--- src/sv/obt_pkg.sv ---
// Package: shared types and constants for the order book table.
`default_nettype none
package obt_pkg;
	localparam int MaxOrdersDefault = 256;
	localparam int MaxListedDefault = 64;

	localparam logic [1:0] CMD_ADD   = 2'd0;
	localparam logic [1:0] CMD_CLOSE = 2'd1;
	localparam logic [1:0] CMD_LIST  = 2'd2;
	localparam logic [1:0] CMD_RSVD  = 2'd3;

	localparam logic [2:0] ST_OK       = 3'd0;
	localparam logic [2:0] ST_NOTFOUND = 3'd1;
	localparam logic [2:0] ST_OVER     = 3'd2;
	localparam logic [2:0] ST_FULL     = 3'd3;
	localparam logic [2:0] ST_NOIDS    = 3'd4;

	localparam int EntryW = 32 + 64 + 32;

	// controller -> datapath commands
	typedef struct packed {
		logic load;        // capture request, clear scan pointer
		logic step;        // advance scan pointer
		logic rd;          // issue read at scan pointer
		logic mark_free;   // remember current slot as free
		logic wr_add;      // write new order to free slot
		logic wr_close;    // write reduced order back
		logic hold;        // capture current list match
		logic emit;        // load output register
		logic emit_held;   // output from held list match
		logic [2:0] emit_status;
		logic emit_zero;   // zero id/price/remaining
		logic emit_last;
	} obt_cmd_t;

	// datapath -> controller status
	typedef struct packed {
		logic scan_done;   // slot under evaluation is the last slot
		logic live;        // registered slot is live
		logic id_hit;
		logic price_hit;
		logic over;
		logic ids_out;
		logic have_free;
		logic out_busy;
	} obt_sts_t;
endpackage
`default_nettype wire

--- src/sv/obt_ctrl.sv ---
// Controller: sequences the slot scan for add, close and list requests.
`default_nettype none
module obt_ctrl #(
	parameter int MaxListed = obt_pkg::MaxListedDefault
) (
	input  wire logic              clk,
	input  wire logic              arst_n,
	input  wire logic              in_valid,
	output      logic              in_ready,
	input  wire logic [1:0]        cmd,
	input  wire obt_pkg::obt_sts_t sts,
	output      obt_pkg::obt_cmd_t cmd_c
);
	localparam int CW = $clog2(MaxListed + 1);

	typedef enum logic [2:0] {S_IDLE, S_READ, S_EVAL, S_HOLD, S_FINAL} state_t;
	state_t state_q;
	logic [1:0] op_q;
	logic [CW-1:0] cnt_q;
	// list: a match is held and emitted once the next one, the scan end or the list limit is known
	logic pend_q;
	logic pend_ok;

	assign in_ready = (state_q == S_IDLE);

	always_comb begin
		cmd_c = '0;
		pend_ok = 1'b0;
		case (state_q)
			S_IDLE:  cmd_c.load = in_valid & (cmd != obt_pkg::CMD_RSVD);
			S_READ: begin
				cmd_c.rd = 1'b1;
				cmd_c.step = 1'b1;
			end
			S_EVAL: begin
				case (op_q)
					obt_pkg::CMD_ADD: begin
						cmd_c.mark_free = ~sts.live & ~sts.have_free;
					end
					obt_pkg::CMD_CLOSE: begin
						if (sts.live && sts.id_hit && !sts.out_busy) begin
							cmd_c.emit = 1'b1;
							cmd_c.emit_last = 1'b1;
							cmd_c.wr_close = ~sts.over;
							cmd_c.emit_status = sts.over ? obt_pkg::ST_OVER : obt_pkg::ST_OK;
						end
					end
					obt_pkg::CMD_LIST: begin
						pend_ok = sts.live & sts.price_hit;
						// new match: send the held one (not last) and hold this one
						if (pend_ok && (!pend_q || !sts.out_busy)) begin
							cmd_c.hold = 1'b1;
							if (pend_q) begin
								cmd_c.emit = 1'b1;
								cmd_c.emit_held = 1'b1;
							end
						end
					end
					default: ;
				endcase
			end
			S_FINAL: begin
				if (!sts.out_busy) begin
					cmd_c.emit = 1'b1;
					cmd_c.emit_last = 1'b1;
					case (op_q)
						obt_pkg::CMD_ADD: begin
							if (!sts.have_free) begin
								cmd_c.emit_status = obt_pkg::ST_FULL;
								cmd_c.emit_zero = 1'b1;
							end else if (sts.ids_out) begin
								cmd_c.emit_status = obt_pkg::ST_NOIDS;
								cmd_c.emit_zero = 1'b1;
							end else begin
								cmd_c.wr_add = 1'b1;
							end
						end
						default: begin
							cmd_c.emit_status = obt_pkg::ST_NOTFOUND;
							cmd_c.emit_zero = 1'b1;
						end
					endcase
				end
			end
			S_HOLD: begin
				// emit the held list match as the final result
				if (!sts.out_busy) begin
					cmd_c.emit = 1'b1;
					cmd_c.emit_held = 1'b1;
					cmd_c.emit_last = 1'b1;
				end
			end
			default: ;
		endcase
	end

	// state and registered control
	always_ff @(posedge clk or negedge arst_n) begin
		if (!arst_n) begin
			state_q <= S_IDLE; op_q <= obt_pkg::CMD_ADD; cnt_q <= '0; pend_q <= 1'b0;
		end else begin
			case (state_q)
				S_IDLE: if (cmd_c.load) begin
					op_q <= cmd; cnt_q <= '0; pend_q <= 1'b0;
					state_q <= S_READ;
				end
				S_READ: state_q <= S_EVAL;
				S_EVAL: begin
					if (op_q == obt_pkg::CMD_LIST) begin
						if (cmd_c.hold) begin
							cnt_q <= cnt_q + CW'(1);
							pend_q <= 1'b1;
							if (sts.scan_done || cnt_q == CW'(MaxListed - 1))
								state_q <= S_HOLD;
							else state_q <= S_READ;
						end else if (!pend_ok) begin
							if (sts.scan_done) begin
								if (pend_q) state_q <= S_HOLD;
								else state_q <= S_FINAL;
							end else state_q <= S_READ;
						end
					end else if (cmd_c.emit) state_q <= S_IDLE;
					else if (op_q == obt_pkg::CMD_CLOSE && sts.live && sts.id_hit)
						state_q <= S_EVAL;
					else if (sts.scan_done) state_q <= S_FINAL;
					else state_q <= S_READ;
				end
				S_HOLD: if (cmd_c.emit) state_q <= S_IDLE;
				S_FINAL: if (cmd_c.emit) state_q <= S_IDLE;
				default: state_q <= S_IDLE;
			endcase
		end
	end

	a_emit_not_idle: assert property (@(posedge clk) disable iff (!arst_n)
		cmd_c.emit |-> state_q != S_IDLE) else $error("emit in idle");
	a_one_write: assert property (@(posedge clk) disable iff (!arst_n)
		!(cmd_c.wr_add && cmd_c.wr_close)) else $error("double write");
	a_cnt_bound: assert property (@(posedge clk) disable iff (!arst_n)
		cnt_q <= CW'(MaxListed)) else $error("list count overflow");
	a_held_valid: assert property (@(posedge clk) disable iff (!arst_n)
		cmd_c.emit_held |-> pend_q) else $error("held match emitted without one");
endmodule
`default_nettype wire
--- config.mk ---
export PLATFORM = sky130hd
export DESIGN_NAME = obt_ctrl
export DESIGN_NICKNAME = d
export VERILOG_FILES = /design/src/sv/obt_pkg.sv /design/src/sv/obt_ctrl.sv
export SDC_FILE = /design/constraint.sdc
export NUM_CORES = 1
export LEC_CHECK = 0
export BUFFER_PORTS_ARGS = -buffer_cell sky130_fd_sc_hd__clkbuf_2
export CAP_MARGIN = 15
export CORE_ASPECT_RATIO = 1.1
export CORE_MARGIN = 10
export CORE_UTILIZATION = 51
export CTS_CLUSTER_SIZE = 10
export DETAILED_ROUTE_END_ITERATION = 10
export PLACE_DENSITY = 0.79
export SLEW_MARGIN = 20
export SYNTH_ARGS = -nofsm -noshare
export SYNTH_HDL_FRONTEND = slang
export SYNTH_SLANG_ARGS = --single-unit
--- constraint.sdc ---
create_clock -name clk -period 2.4 [get_ports clk]
set_input_delay 0.24 -clock clk [delete_from_list [all_inputs] [get_ports clk]]
set_output_delay 0.24 -clock clk [all_outputs]
set_load 0.05 [all_outputs]
Word level (Yosys, flattened, before mapping)
Index checks and enable logic that the tools add are counted.
Word-level totals
  bits in registers: 13
  latch bits: 0
  memory bits (writable): 0
  bits in read-only memories: 0
  bits of input ports: 13
  output and inout port bits: 15
  logic and storage cells: 95
  memories kept: 0
Cells by class
  $add $sub $neg: 1
  multipliers: 0
  div/mod/pow operators: 0
  order comparisons: 0
  equal/unequal tests: 13
  shift-type cells: 0
  muxes and demuxes: 55
  bitwise logic cells: 6
  reductions and logical operators: 16
Operators by type and width (count)
  3-bit 2-to-1 mux: 12
  1-bit 2-to-1 mux: 21
  7-bit 2-to-1 mux: 3
  2-bit 2-to-1 mux: 7
  7-bit case mux with 2 select lines: 1
  4-bit 2-to-1 mux: 3
  3-bit case mux with 4 select lines: 1
  7-bit by 1-bit adder with 7-bit output (second input constant): 1
  7-bit by 6-bit equality test with 1-bit output (second input constant): 1
  3-bit by 2-bit equality test with 1-bit output (second input constant): 2
  2-bit != test (second input constant): 3
  1-bit case mux with 2 select lines: 3
  1-bit case mux with 3 select lines: 2
  3-bit case mux with 2 select lines: 1
  1-bit logical AND: 5
  5-bit 2-to-1 mux: 1
  2-bit by 1-bit != test with 1-bit output (second input constant): 2
  4-bit != test (second input constant): 1
  4-bit AND reduction: 1
  1-bit bitwise AND: 3
  3-bit by 1-bit equality test with 1-bit output (second input constant): 1
  3-bit equality test (second input constant): 1
  3-bit logical NOT: 1
  1-bit NOT: 3
  other kinds (9): 11

Logic depth before layout (Yosys ltp)
  depth after elaboration: 9
  gate-level depth with buffers: 7
  depth with buffers taken out: 6

Worst setup path after synthesis
Ideal clock, no wire load.
  path kind: register to register
  from: register state_q[2]
  to: register cnt_q[0]
  library setup time: 0.125 ns
  arrival time: 2.650 ns
  required time: 2.275 ns
  path slack: -0.375 ns
  stages on the path, launching flop included: 7
  buffers on the path: 1
  period minus slack after synthesis: 2.775 ns
  cells stage by stage: dfrtp_1 -> buf_6 -> nor3_1 -> nand3_1 -> clkinv_1 -> nor2_1 -> mux2_2
RTL lines
  start, declared: RTL line obt_ctrl.sv:17  | state_t state_q;
  start signal, assigned: RTL line obt_ctrl.sv:100  | state_q <= S_IDLE; op_q <= obt_pkg::CMD_ADD; cnt_q <= '0; pend_q <= 1'b0;
  start signal, assigned: RTL line obt_ctrl.sv:105  | state_q <= S_READ;
  start signal, assigned: RTL line obt_ctrl.sv:107  | S_READ: state_q <= S_EVAL;
  end signal, assigned: RTL line obt_ctrl.sv:111  | cnt_q <= cnt_q + CW'(1);
  end, declared: RTL line obt_ctrl.sv:19  | logic [CW-1:0] cnt_q;

==> metrics.cfg <==
[status]
status = finished clean

[layout]
syn2layout_area_growth_pct = 20.9
drive_gt1_frac = 0.292
fin_nets = 162
insertedDiodeCount = 0
nFillCells = 157
final_cells = 162

[floorplanning]
die_h_um = 66.0
rows = 16
dieArea_sq_um = 4080
io-pin-count = 28
initial_core_util = 0.544
die_w_um = 61.8
fp.coreArea_sq_um = 1800

[worst_setup_path]
required_ns = 2.16
reg2reg_from = state_q[2]
path_class = register to primary output
crit_cells = 4
cp_slowest_cell = dfrtp_1
cp-start-kind = register
cp_slowest_stage_delay_ns = 0.50
crit_family = flip-flops
rr_endpoint = cnt_q[2]
crit_buf_inv = 2
critical_path_arrival_ns = 2.07
end_kind = primary output
endpoint = cmd_c[7]
timing.critical_path.from = state_q[2]
reg2reg_depth = 5
path_cells = or3b_4 -> a2111oi_4 -> buf_4 -> buf_2
r2r_setup_slack_ns = 0.33
critPathMaxFanout = 10

[synth]
syn_area_sq_um = 980
syn-num-nets = 131
ys_warn_count = 0
syn_inst = 114
ys.flop_type = dfrtp_1
yosysUniqueCellTypes = 37
synth_edf_count = 0
synth.avg_cell_area_sq_um = 8.59
ys_seq_area_frac = 0.332
async_flop_share = 1.00
ys_seq_elements = 13

[sta]
slew_violations = 0
relSlewSlack = 0.726
totalNegativeSetupSlack_ns = 0
timing.final.crit_period_ns = 2.31
worst_pin_slew_ns = 0.401
setup_ws_ns = 0.0938
fmax_mhz = 434
hold_violations = 0
timing.final.crit_share = 0.961
rsz0062_at_grt = no
skew_ns = 0.000407
setup_viol = 0

[place]
pre_cts_ws_ns = 0.366
gp_congestion = 0.947
hpwl_um = 2190
post-place-cells = 157
io_buffers = 27

[drt]
viasPerCell = 6.23
drc = 0
firstDrtPassIters = 4
wl_per_cell_um = 16.2
wl_um = 2630
via_count = 1010
dr.first_iter.drc_count = 46
ant_nets = 0

[pwr]
p_leak_nw = 0.562
power.density_nw_per_um2 = 979
vdd_ir_drop_max_v = 0.000597
power_w = 0.00116

[clock_network]
cts_buffer_depth = 2
ctsRootBufferMaster = clkbuf_4
cts_sinks = 13
cts_setup_buffers = 0
cts_buffers = 3
htree_num_levels = 1
insertion_delay_ns = 0.27
cts_tree = done
clk_pin_slew_ns = 0.07

[global_route]
grt_overflow = 0
grt_pass1_wl_um = 4510
track_usage = 0.141
grt_max_degree = 14
antenna_found_initial = 0
first_global_vias = 986

[worst_hold_path]
hold_path.class = primary input to register

[job]
timing.max_cap.violations = 0

how the worst min path moves through the flow:
stage / endpoint / slack, ns / depth (start not counted) / startpoint
after floorplan: cnt_q[0] / -0.06 / 0 / arst_n
after global placement: state_q[2] / 0.14 / 1 / arst_n
after detailed placement: state_q[2] / 0.15 / 1 / arst_n
after CTS: op_q[0] / 0.20 / 3 / cmd[0]
after global routing: op_q[0] / 0.21 / 3 / cmd[0]
final: op_q[0] / 0.20 / 3 / cmd[0]
layout make-up:
cell class / instances / area [sq um] / share of cell area
multi-input cells: 85 / 599 / 0.506
inverters: 11 / 41.3 / 0.0348
repair buffers: 31 / 170 / 0.144
clock buffers: 4 / 26.3 / 0.0222
flip-flops and latches: 13 / 325 / 0.275
well taps: 18 / 22.5 / 0.0190
report_power, final:
part | switching [W] | internal [W] | leakage, nW
clock | 0.0000645 | 0.0000643 | 0.0150
combinational | 0.000464 | 0.000221 | 0.373
sequential | 0.0000749 | 0.000271 | 0.175
total | 0.000603 | 0.000556 | 0.562
cell families (layout without fill, tap and decap cells):
logic type	Yosys count	in the layout	synth area share
and+or+nand+nor	44	44	0.229
AOI/OAI and AO/OA	31	31	0.245
buffers and inverters	16	46	0.0805
DFF	13	13	0.332
muxes	5	5	0.0536
adders and majority gates	4	4	0.0511
xor gates and xnor gates	1	1	0.00894
what timing repair did:
item | 4_1_cts | 5_1_grt
endpoints found under the hold margin | 13 | 0
gates resized for setup | 0 | 4
hold buffers | 1 | 0
setup endpoints to repair | 0 | 2
worst reg2reg max path, stage by stage (launching register included):
cell and delay (ns):
dfrtp_1 0.50, or3b_4 0.49, a2111oi_4 0.31, buf_4 0.21, mux2_2 0.34, mux2i_1 0.14
flip-flops by register name, indices dropped and copies added (netlist names):
| signal | count |
|---|---|
| cnt_q | 7 |
| state_q | 3 |
| op_q | 2 |
| pend_q | 1 |
stage by stage:
step | instance area, sq um | hold slack (ns) | utilization
floorplan | 997 | -0.0556 | -
global placement | 1140 | 0.142 | 0.633
detailed placement | 1140 | 0.154 | 0.633
CTS | 1180 | 0.201 | 0.653
global route | 1180 | 0.215 | 0.658
finish | 1180 | 0.204 | 0.658
layout by cell type, fill, tap and decap left out, types with 2 or more instances in the layout:
| cell | count |
|---|---|
| nand2_1 | 9 |
| clkbuf_4 | 4 |
| mux2_2 | 2 |
| nor2_1 | 10 |
| a2111oi_0 | 3 |
| nand3_1 | 6 |
| clkbuf_2 | 25 |
| dfrtp_1 | 13 |
| a211oi_1 | 4 |
| a22o_1 | 3 |
| and3_1 | 3 |
| nand4_1 | 2 |
| buf_4 | 3 |
| inv_1 | 10 |
| a31oi_1 | 3 |
| a21oi_1 | 5 |
| ha_1 | 4 |
| nor3_1 | 5 |
| o21ai_0 | 3 |
| mux2i_1 | 3 |
| nor3_2 | 2 |
| o21ai_1 | 2 |
metal layers:
layer | GRT usage | part of all wire
met1 | 0.165 | 0.42
met2 | 0.245 | 0.50
met3 | 0.0192 | 0.071
met4 | 0.0559 | 0.0076
met5 | 0 | 0
Yosys cell counts (all sizes together) (4+ instances only):
master / count / area share
o21ai: 5 / 0.026
a2111oi: 4 / 0.055
dfrtp: 13 / 0.33
ha: 4 / 0.051
inv: 10 / 0.038
nand3: 6 / 0.031
nand2: 9 / 0.034
a211oi: 4 / 0.031
nor2: 10 / 0.038
a21oi: 5 / 0.026
nor3: 7 / 0.036
Note: power is estimated with default switching activity, not from simulation.
